**config.mk**
```make
export PLATFORM = sky130hd
export DESIGN_NAME = wcdd_ctrl
export DESIGN_NICKNAME = d
export VERILOG_FILES = /design/src/rtl/core/wcdd_pkg.sv /design/src/rtl/core/wcdd_ctrl.sv
export SDC_FILE = /design/constraint.sdc
export NUM_CORES = 1
export LEC_CHECK = 0
export BUFFER_PORTS_ARGS = -buffer_cell sky130_fd_sc_hd__buf_2
export CAP_MARGIN = 20
export CORE_ASPECT_RATIO = 0.8
export CORE_MARGIN = 4
export CORE_UTILIZATION = 42
export DETAILED_ROUTE_END_ITERATION = 10
export GPL_TIMING_DRIVEN = 0
export PLACE_DENSITY = 0.85
export SYNTH_ARGS = -nofsm -noshare
export SYNTH_HDL_FRONTEND = slang
export SYNTH_SLANG_ARGS = --single-unit
```
**constraint.sdc**
```tcl
create_clock -name clk -period 3.85 [get_ports clk]
set_input_delay 0.1925 -clock clk [delete_from_list [all_inputs] [get_ports clk]]
set_output_delay 0.1925 -clock clk [all_outputs]
set_load 0.02 [all_outputs]
```
**src/rtl/core/wcdd_pkg.sv**
```systemverilog
// Package for the weighted cepstral delta distance core: sizes, codes,
// shared structs and the store address function. No dependencies.
`timescale 1ns / 1ps

package wcdd_pkg;

	localparam int MAX_FRAMES      = 256;
	localparam int NUM_COEFFS      = 12;
	localparam int MAX_HALF_WINDOW = 4;

	localparam int ROW_LEN     = NUM_COEFFS + 1;
	localparam int STORE_DEPTH = MAX_FRAMES * ROW_LEN;
	localparam int ADDR_W      = $clog2(STORE_DEPTH);
	localparam int ROWIDX_W    = $clog2(MAX_FRAMES);

	localparam int FRAME_W = 9;
	localparam int COEF_W  = 4;
	localparam int VAL_W   = 16;
	localparam int WGT_W   = 16;
	localparam int HALF_W  = 3;
	localparam int DIST_W  = 16;

	localparam int J_W    = $clog2(MAX_HALF_WINDOW + 1) + 1;
	localparam int SUM_W  = VAL_W + $clog2(MAX_HALF_WINDOW * (MAX_HALF_WINDOW + 1)) + 1;
	localparam int P_W    = SUM_W + WGT_W + 1;
	localparam int DIFF_W = VAL_W + 1;
	localparam int SQ_W   = 2 * VAL_W;
	localparam int S_W    = SQ_W + $clog2(NUM_COEFFS + 1);
	localparam int PROD_W = S_W + WGT_W;
	localparam int NUM_W  = PROD_W + 2;
	localparam int WSUM_W = WGT_W + 2;
	localparam int QUO_W  = NUM_W - 8;
	localparam int ROOT_W = (QUO_W + 1) / 2;
	localparam int SQX_W  = 2 * ROOT_W;
	localparam int REM_W  = ROOT_W + 3;
	localparam int STEP_W = $clog2(QUO_W + 1);

	typedef enum logic [1:0] {
		KIND_LOAD_A = 2'd0,
		KIND_LOAD_B = 2'd1,
		KIND_QUERY  = 2'd2
	} kind_t;

	typedef enum logic [2:0] {
		CFG_W_CEP          = 3'd0,
		CFG_W_ENERGY       = 3'd1,
		CFG_W_DELTA        = 3'd2,
		CFG_W_DELTA_ENERGY = 3'd3,
		CFG_HALF_WINDOW    = 3'd4,
		CFG_FRAMES_A       = 3'd5,
		CFG_FRAMES_B       = 3'd6,
		CFG_DELTA_SCALE    = 3'd7
	} cfg_idx_t;

	typedef struct packed {
		logic [WGT_W-1:0]   w_cep;
		logic [WGT_W-1:0]   w_energy;
		logic [WGT_W-1:0]   w_delta;
		logic [WGT_W-1:0]   w_delta_energy;
		logic [HALF_W-1:0]  half;
		logic [FRAME_W-1:0] na;
		logic [FRAME_W-1:0] nb;
		logic [WGT_W-1:0]   scale;
	} cfg_t;

	typedef struct packed {
		logic                  accept;
		logic                  start;
		logic                  issue;
		logic [COEF_W-1:0]     k;
		logic signed [J_W-1:0] j;
		logic                  first;
		logic                  last;
		logic                  mul;
		logic                  sum;
		logic                  div_step;
		logic                  sq_init;
		logic                  sq_step;
		logic                  load_out;
	} cmd_t;

	typedef struct packed {
		logic query_ok;
		logic pipe_busy;
		logic out_valid;
	} sts_t;

	// Store address of coefficient k of frame f+j; frames off the store map to row 0.
	function automatic logic [ADDR_W-1:0] coef_addr(input logic [FRAME_W-1:0] f,
			input logic signed [J_W-1:0] j, input logic [COEF_W-1:0] k);
		logic signed [FRAME_W+1:0] sel;
		logic [ROWIDX_W-1:0]       row;
		sel = $signed({2'b00, f}) + $signed({{(FRAME_W + 2 - J_W){j[J_W-1]}}, j});
		if (sel < 1 || sel > MAX_FRAMES) begin
			row = '0;
		end else begin
			row = ROWIDX_W'(sel - 1);
		end
		return ADDR_W'(ADDR_W'(row) * ADDR_W'(ROW_LEN) + ADDR_W'(k));
	endfunction

endpackage

```
**src/rtl/core/wcdd_ctrl.sv**
```systemverilog
// Controller: sequences window reads, drain, weighting, division and root.
// Uses wcdd_pkg.
`timescale 1ns / 1ps

module wcdd_ctrl (
	input  logic           clk,
	input  logic           arst_n,
	input  wcdd_pkg::cfg_t cfg,
	input  logic           in_valid,
	output logic           in_stall,
	input  wcdd_pkg::sts_t sts,
	output wcdd_pkg::cmd_t cmd
);

	typedef enum logic [8:0] {
		ST_IDLE  = 9'b000000001,
		ST_READ  = 9'b000000010,
		ST_DRAIN = 9'b000000100,
		ST_MUL   = 9'b000001000,
		ST_SUM   = 9'b000010000,
		ST_DIV   = 9'b000100000,
		ST_SQI   = 9'b001000000,
		ST_SQRT  = 9'b010000000,
		ST_DONE  = 9'b100000000
	} state_t;

	state_t                              state_q, state_d;
	logic [wcdd_pkg::COEF_W-1:0]         k_q, k_d;
	logic signed [wcdd_pkg::J_W-1:0]     j_q, j_d, hpos;
	logic [wcdd_pkg::STEP_W-1:0]         step_q, step_d;

	assign hpos = $signed({{(wcdd_pkg::J_W - wcdd_pkg::HALF_W){1'b0}}, cfg.half});

	always_comb begin
		state_d      = state_q;
		k_d          = k_q;
		j_d          = j_q;
		step_d       = step_q;
		cmd          = '0;
		cmd.k        = k_q;
		cmd.j        = j_q;
		cmd.first    = j_q == -hpos;
		cmd.last     = j_q == hpos;
		in_stall     = 1'b1;
		case (state_q)
			ST_IDLE: begin
				in_stall   = 1'b0;
				cmd.accept = in_valid;
				if (in_valid && sts.query_ok) begin
					cmd.start = 1'b1;
					k_d       = '0;
					j_d       = -hpos;
					state_d   = ST_READ;
				end
			end
			ST_READ: begin
				cmd.issue = 1'b1;
				if (j_q == hpos) begin
					j_d = -hpos;
					if (k_q == wcdd_pkg::COEF_W'(wcdd_pkg::NUM_COEFFS)) begin
						state_d = ST_DRAIN;
					end else begin
						k_d = k_q + 1'b1;
					end
				end else begin
					j_d = j_q + 1'b1;
				end
			end
			ST_DRAIN: begin
				if (!sts.pipe_busy) begin
					state_d = ST_MUL;
				end
			end
			ST_MUL: begin
				cmd.mul = 1'b1;
				state_d = ST_SUM;
			end
			ST_SUM: begin
				cmd.sum = 1'b1;
				step_d  = '0;
				state_d = ST_DIV;
			end
			ST_DIV: begin
				cmd.div_step = 1'b1;
				step_d       = step_q + 1'b1;
				if (step_q == wcdd_pkg::STEP_W'(wcdd_pkg::QUO_W - 1)) begin
					state_d = ST_SQI;
				end
			end
			ST_SQI: begin
				cmd.sq_init = 1'b1;
				step_d      = '0;
				state_d     = ST_SQRT;
			end
			ST_SQRT: begin
				cmd.sq_step = 1'b1;
				step_d      = step_q + 1'b1;
				if (step_q == wcdd_pkg::STEP_W'(wcdd_pkg::ROOT_W - 1)) begin
					state_d = ST_DONE;
				end
			end
			ST_DONE: begin
				if (!sts.out_valid) begin
					cmd.load_out = 1'b1;
					state_d      = ST_IDLE;
				end
			end
			default: begin
				state_d = ST_IDLE;
			end
		endcase
	end

	always_ff @(posedge clk or negedge arst_n) begin
		if (!arst_n) begin
			state_q <= ST_IDLE;
			k_q     <= '0;
			j_q     <= '0;
			step_q  <= '0;
		end else begin
			state_q <= state_d;
			k_q     <= k_d;
			j_q     <= j_d;
			step_q  <= step_d;
		end
	end

`ifndef SYNTHESIS
	a_ready_quiet: assert property (@(posedge clk) disable iff (!arst_n)
		!in_stall |-> !sts.pipe_busy)
		else $error("request taken while regression pipeline busy");
	a_out_free: assert property (@(posedge clk) disable iff (!arst_n)
		cmd.load_out |-> !sts.out_valid)
		else $error("result overwrites one not yet taken");
	a_out_set: assert property (@(posedge clk) disable iff (!arst_n)
		cmd.load_out |=> sts.out_valid)
		else $error("result register not set after load");
	a_div_start: assert property (@(posedge clk) disable iff (!arst_n)
		state_q == ST_SUM |=> state_q == ST_DIV && step_q == '0)
		else $error("divider entered with stale step count");
`endif

endmodule

```
Yosys cells after proc, flatten, opt, wreduce, memory -nomap -nowiden
Index checks and enable logic that the tools add are counted.
Widths: inputs -> output; s select.
{ "word_totals": {"regBits": 23, "out_inout_bits": 20} }
{ "op_classes": {"addsub": 4, "eq_ne": 22, "n_mux": 27, "n_reduce_logical": 8} }
{ "op_table": {"columns": ["cell", "count"], "rows": [
  ["$pmux 9 s9", 1],
  ["$mux 9", 7],
  ["$mux 4", 5],
  ["$ne 2x2->1 const B", 8],
  ["$pmux 4 s2", 2],
  ["$pmux 6 s2", 1],
  ["$mux 1", 10],
  ["$eq 9x1->1 const B", 1],
  ["$eq 9x2->1 const B", 1],
  ["$eq 9x3->1 const B", 1],
  ["$eq 9x4->1 const B", 1],
  ["$eq 9x5->1 const B", 1],
  ["$eq 9x6->1 const B", 1],
  ["$eq 9x7->1 const B", 1],
  ["$eq 9x8->1 const B", 1],
  ["$eq 9x9->1 const B", 1],
  ["$add 4x1->4 const B", 2],
  ["$eq 4x4->1", 2],
  ["$reduce_and 7->1", 1],
  ["$add 6x1->6 const B", 1],
  ["$eq 6x5->1 const B", 1],
  ["$eq 6x6->1 const B", 1],
  ["$eq 4x4->1 const B", 1],
  ["$neg 3->4", 1],
  ["other kinds (6)", 8]
]} }

Depth between registers and ports, before layout
Gate-level depths: netlist (run 1).
{ "depth": {"word_depth": 4, "mapped_depth": 7} }

Least setup slack after synthesis (run 1)
Ideal clock, no wire load.
{ "synth_timing": {"kind": "reg-to-reg", "start": "reg j_q[0] (netlist bit)", "end": "reg k_q[0] (netlist bit)", "setup_ns": 0.119, "arrival_time_ns": 1.873, "slack_ns": 1.858, "path_stages_with_launch": 6, "path_buffers": 0, "synth_period_minus_slack_ns": 1.992, "path_cell_list": "dfrtp_1 > xor2_1 > nor4_4 > and2_1 > o21ai_1 > a21bo_2"} }
{ "synth_lines": {"columns": ["element", "line_no", "source"], "rows": [
  ["start: declaration", "wcdd_ctrl.sv:29", "logic signed [wcdd_pkg::J_W-1:0] j_q, j_d, hpos;"],
  ["start signal: assignment", "wcdd_ctrl.sv:123", "j_q <= j_d;"],
  ["end signal: assignment", "wcdd_ctrl.sv:122", "k_q <= k_d;"],
  ["end: declaration", "wcdd_ctrl.sv:28", "logic [wcdd_pkg::COEF_W-1:0] k_q, k_d;"]
]} }

==> results of run 1 <==
-- kinds of logic after synthesis --
family                     Yosys count  share of synthesized area, %
AOI/OAI and AO/OA                   40                          16.9
xor gates and xnor gates            11                          6.11
adders and majority gates            7                          5.56
buffers and inverters               18                          5.40
DFF                                 23                          36.6
muxes                                1                         0.635
and+or+nand+nor                     70                          28.8
-- registers in the layout, indices dropped and copies added (netlist names) --
register,count
state_q,9
step_q,6
j_q,4
k_q,4
-- power breakdown --
part / internal [mW] / switching [mW]
Combinational: 0.257 / 0.346
Clock: 0.0739 / 0.0748
Sequential: 0.296 / 0.0718
-- worst max-delay path by stage --
stage	start	to	slack (ps)
after detailed placement	state_q[3]	state_q[2]	1850
final	state_q[5]	cmd[16]	1620
after floorplan	j_q[0]	k_q[0]	1860
after global routing	state_q[5]	cmd[16]	1440
after CTS	state_q[5]	cmd[16]	1630
after global placement	state_q[3]	state_q[2]	1920
-- cell type report --
class                           count  area, um^2  share of cell area [%]
Buffer                              6        40.0                    2.19
Inverter                           12        45.0                    2.47
Tap cell                           42        52.6                    2.88
Timing Repair Buffer               29         150                    8.23
Multi-Input combinational cell    129         915                    50.1
Sequential cell                    23         577                    31.6
Clock buffer                        4        45.0                    2.47
-- through the flow --
stage | cell area [um^2] | cells
finish | 1820 | 245
global route | 1820 | 245
global placement | 1770 | 240
floorplan | 1580 | 170
CTS | 1820 | 245
detailed placement | 1770 | 240
-- routing by layer --
metal / share of wire [%] / track usage, % / up-vias / wire [um]
met2: 42 / 21.8 / 51 / 1440
met4: 0.80 / 3.39 / 0 / 27
li1: - / - / 688 / -
met3: 6.1 / 2.74 / 2 / 206
met5: 0 / 0 / - / 0
met1: 51 / 22.1 / 647 / 1720
-- critical path, delay by kind of cell (launching register included) --
family | cells | cell delay (ps)
DFF | 1 | 480
buffers and inverters | 3 | 540
and+or+nand+nor | 2 | 750
-- synthesized netlist by cell type, types with 2 or more instances --
library cell  number  area [um^2]
dfrtp_1           22          551
inv_1             12         45.0
nor2_1            12         45.0
o21ai_0           12         60.1
nand2_1            9         33.8
nand3_1            9         45.0
ha_1               7         87.6
xor2_1             7         61.3
a31oi_1            5         31.3
nand4_1            4         25.0
nor2b_1            4         25.0
xnor2_1            4         35.0
a32o_1             3         30.0
and2_1             3         18.8
nor3_1             3         15.0
o21a_1             3         22.5
o21ai_1            3         15.0
and3_1             2         12.5
buf_4              2         15.0
nor3b_1            2         15.0
nor4_1             2         12.5
nor4_4             2         42.5
nor4b_1            2         17.5
o22a_1             2         17.5
o22ai_1            2         12.5
o31ai_1            2         15.0
==> run_results.csv, run 1 <==
group,metric,value,unit
route,route.final.wire_length,3.39,mm
pwr,p_leak,0.888,nW
run,drv_cap,0,
run_status,outcome,"completed",
yosys,ys_ff_latch,23,
pwr,total_power,1.12,mW
die,dieHeight,62.8,um
critical_path,path_class,"reg -> out",
placement,dp_slack,1850,ps
sta,period_share,57.9,%
critical_path,crit_path_end_kind,"output pin",
finish,final_common_cell,"buf_2",
sta,tightestPinTransition,526,ps
yosys,async_reset_ff_share,100,%
global_route,grt-ovfl-total,0,
finish,area_delta_synth_final,15.7,%
yosys,synth_enable_flop_cells,0,
route,viasPerCell,5.67,
finish,drive_above_1_share,24.1,%
sta,fin_crit,2230,ps
finish,antennaDiodeCount,0,
sta,timing_hold_violations_final,0,
sta,drv_slew,0,
cts,cts-root-buf,"clkbuf_8",
route,drcViolationCount,0,
global_route,antenna_found_initial,0,
die,rows,19,
critical_path,worst-endpoint-arrival,2040,ps
yosys,seq_area_frac_synth,36.6,%
sta,skew,3.69,ps
cts,ctsResizeCount,0,
sta,layout_setup_ws,1620,ps
cts,cts_tree,"done",
yosys,ys_dominant_reg_cell,"dfrtp_1",
route,drt_iter0_markers,168,
finish,utilization,51.8,%
yosys,post_synth_num_cell_types,56,
cts,cts_buffers,3,
route,wl_per_cell,13.8,um
critical_path,r2r_cells,5,
cts,worst_skew_pair.late_latency,260,ps
finish,nNetsFinal,318,
worst_hold_path,hold_path_depth,2,
worst_hold_path,hold_class,"in -> reg",
sta,fmaxAchievable,449,MHz
placement,gp_congestion,0.815,
critical_path,slowest_stage,"dfrtp_1",
cts,htreeDepth,1,
yosys,ys_warn_count,0,
pwr,p_per_area,614,mW/mm^2
die,core_area,0.00352,mm^2
yosys,syn_inst,170,
finish,fillCellCount,339,
yosys,synthesis.nets,284,
worst_hold_path,min-delay-start,"sts[1]",
cts,path_clk_slew,80,ps
route,vias,1388,
cts,cts.sinks,23,
cts,cts_setup_buffers,0,
global_route,grtUsageTotal,14.8,%
sta,holdWs,206,ps
sta,finalSetupViolations,0,
cts,ctsHoldBuffers,1,
sta,rsz0062_at_grt,"false",
critical_path,r2r_start,"state_q[3]",
global_route,first_global_vias,1244,
pwr,ir_drop,0.335,mV
global_route,grt_start_max_net_pins,24,
critical_path,cpPeakStageDelay,480,ps
placement,port_buffers,28,
critical_path,r2r_slack,1840,ps
route,first_pass_iters,4,
critical_path,crit_path_start_kind,"flip-flop",
route,drtAntennaViolNets,0,
finish,final_cell_mix,"29 x buf_2, 22 x dfrtp_1, 12 x inv_1, 12 x nor2_1, 12 x o21ai_0",
critical_path,crit_chain,"nor4_4 -> nand3_2 -> inv_1 -> buf_4 -> buf_2",
critical_path,crit_required,3660,ps
die,die_area,0.00480,mm^2
sta,slew_headroom,64.7,%
die,num_io_pins,127,
sta,setup_tns,0,ps
die,start_util,44.8,%
worst_hold_path,min_to,"state_q[2]",
cts,clockBufferDepth,2,
critical_path,r2r-end,"state_q[2]",
placement,post-dp-hpwl,2.67,mm
global_route,grt_pass1_wl,5.87,mm
critical_path,crit_fanout,9,
die,die_w,76.5,um
yosys,syn_avg_cell_area,9.27,um^2
yosys,synth_area,0.00158,mm^2
Note: power is estimated with default switching activity, not from simulation.
==> run 2, diff against run 1 <==
--- a/config.mk
+++ b/config.mk
@@ -9,10 +9,10 @@
 export CAP_MARGIN = 20
 export CORE_ASPECT_RATIO = 0.8
 export CORE_MARGIN = 4
-export CORE_UTILIZATION = 42
+export CORE_UTILIZATION = 39
 export DETAILED_ROUTE_END_ITERATION = 10
 export GPL_TIMING_DRIVEN = 0
-export PLACE_DENSITY = 0.85
+export PLACE_DENSITY = 0.8
 export SYNTH_ARGS = -nofsm -noshare
 export SYNTH_HDL_FRONTEND = slang
 export SYNTH_SLANG_ARGS = --single-unit
==> constraint.sdc (replaced) <==
create_clock -name clk -period 2.3 [get_ports clk]
set_input_delay 0.115 -clock clk [delete_from_list [all_inputs] [get_ports clk]]
set_output_delay 0.115 -clock clk [all_outputs]
set_load 0.02 [all_outputs]
==> run 2 against run 1 <==
  * Sequential cell count is the same
  * Final area grew 2.1%
  * Sequential power increased by 68%
  * Power grew 70%
  * Clock skew about the same
  * Non-clock buffer count increased by 1
  * Critical path depth increased by 2
  * Critical endpoint is now cmd[18]
  * Register-to-register slack got worse by 1600 ps
  * Utilization is 3.5 points lower
  * Via count grew 0.86%
==> run_results.csv, run 2 (synthesis results as in run 1) <==
group,metric,value,unit
critical_path,critical_path.startpoint,"state_q[6]",
sta,setup_tns,0,ps
cts,htreeDepth,1,
critical_path,slowest_stage,"nor4_4",
finish,drive_above_1_share,25.5,%
cts,clockBufferDepth,2,
global_route,grtUsageTotal,15.0,%
placement,post-dp-hpwl,2.70,mm
pwr,ir_drop,0.624,mV
die,dieHeight,64.9,um
route,vias,1400,
worst_hold_path,min-delay-start,"sts[1]",
cts,cts-root-buf,"clkbuf_8",
global_route,grt_pass1_wl,6.17,mm
worst_hold_path,hold_class,"in -> reg",
placement,post_dp_cell_area,0.00179,mm^2
pwr,total_power,1.90,mW
sta,rsz0062_at_grt,"false",
critical_path,cpPeakStageDelay,380,ps
finish,utilization,48.3,%
finish,nNetsFinal,319,
sta,period_share,89.0,%
critical_path,crit_required,2180,ps
critical_path,worst-endpoint-arrival,1930,ps
sta,tightestPinTransition,540,ps
sta,fin_crit,2050,ps
critical_path,path_delay_family,"buffers and inverters",
route,drt_iter0_markers,98,
critical_path,r2r-end,"j_q[0]",
critical_path,r2r_cells,8,
run_status,outcome,"completed",
die,rows,20,
worst_hold_path,hold_path_depth,2,
finish,reg.largest.list,"state_q x9, step_q x6",
sta,fmaxAchievable,489,MHz
critical_path,crit_fanout,7,
cts,cts.sinks,23,
cts,path_clk_slew,80,ps
die,die_area,0.00513,mm^2
route,viasPerCell,5.41,
cts,cts_tree,"done",
sta,finalSetupViolations,0,
sta,drv_slew,0,
critical_path,crit_path_start_kind,"flip-flop",
finish,stdcell_count,259,
critical_path,critPathBufInv,4,
route,route.final.wire_length,3.61,mm
finish,antennaDiodeCount,0,
global_route,first_global_vias,1343,
critical_path,r2r_start,"state_q[6]",
finish,final_common_cell,"buf_2",
die,num_io_pins,127,
placement,dp.cells,253,
die,core_area,0.00385,mm^2
global_route,antenna_found_initial,0,
cts,worst_skew_pair.late_latency,260,ps
route,drtAntennaViolNets,0,
placement,gp_congestion,0.901,
route,first_pass_iters,4,
finish,finalInstanceArea,0.00186,mm^2
finish,regMostFlops,"state_q",
global_route,grt-ovfl-total,0,
run,drv_cap,0,
finish,final_cell_mix,"29 x buf_2, 22 x dfrtp_1, 12 x inv_1, 12 x nor2_1, 12 x o21ai_0",
pwr,p_leak,0.897,nW
finish,fillCellCount,376,
pwr,p_per_area,1020,mW/mm^2
finish,largest_register_ffs,9,
finish,area_delta_synth_final,18.1,%
sta,timing_hold_violations_final,0,
die,die_w,79.1,um
route,drcViolationCount,0,
sta,slew_headroom,63.7,%
placement,port_buffers,28,
global_route,grt_start_max_net_pins,24,
cts,cts_buffers,3,
critical_path,crit_path_end_kind,"output pin",
die,start_util,40.9,%
critical_path,r2r_slack,270,ps
route,wl_per_cell,13.9,um
critical_path,path_class,"reg -> out",
sta,skew,3.27,ps
critical_path,crit_chain,"clkbuf_2 -> nor4_4 -> buf_4 -> nand3_1 -> inv_1 -> and2_1 -> buf_2",
worst_hold_path,min_to,"state_q[2]",
run 2: how the worst max path moves through the flow:
stage	end	slack [ps]	cells past startpoint
floorplan	k_q[0]	310	5
global placement	state_q[2]	350	5
detailed placement	state_q[1]	360	5
CTS	cmd[16]	120	5
global route	cmd[18]	90	7
finish	cmd[18]	250	7
run 2: repair_timing:
| action | 4_1_cts | 5_1_grt |
|---|---|---|
| gates resized for setup | 0 | 2 |
| setup endpoints to repair | 0 | 1 |
| setup buffers | 0 | 1 |
| hold buffers | 1 | 0 |
| hold endpoints to repair | 22 | 0 |
run 2: through the flow:
| step | worst slack [ps] | hold WS [ps] |
|---|---|---|
| final | 254 | 101 |
| after global routing | 92.3 | 94.0 |
| after CTS | 124 | 98.8 |
| after detailed placement | 359 | 124 |
| after global placement | 347 | 120 |
| after floorplan | 308 | -181 |
run 2: layout make-up:
cell class / count / area [um^2] / share of cell area, %
repair buffers: 30 / 158 / 8.47
clock inverters: 1 / 5.00 / 0.269
plain buffers: 6 / 40.0 / 2.15
flip-flops and latches: 23 / 577 / 31.0
clock buffers: 3 / 41.3 / 2.22
multi-input cells: 129 / 927 / 49.8
well taps: 55 / 68.8 / 3.70
inverters: 12 / 45.0 / 2.42
run 2: routing by layer:
| metal | routed length (um) | share of wire, % | vias to the layer above | global-route usage, % |
|---|---|---|---|---|
| met5 | 0 | 0 | - | 0 |
| met2 | 1540 | 43 | 46 | 22.0 |
| met3 | 196 | 5.4 | 2 | 3.33 |
| met4 | 12 | 0.33 | 0 | 3.65 |
| li1 | - | - | 693 | - |
| met1 | 1860 | 52 | 659 | 22.2 |
run 2: where the power goes:
group	leakage (nW)	switching [mW]	internal, mW	total (mW)
logic	0.573	0.587	0.439	1.03
registers	0.299	0.125	0.496	0.620
clock network	0.0255	0.136	0.121	0.257
total	0.897	0.848	1.06	1.90
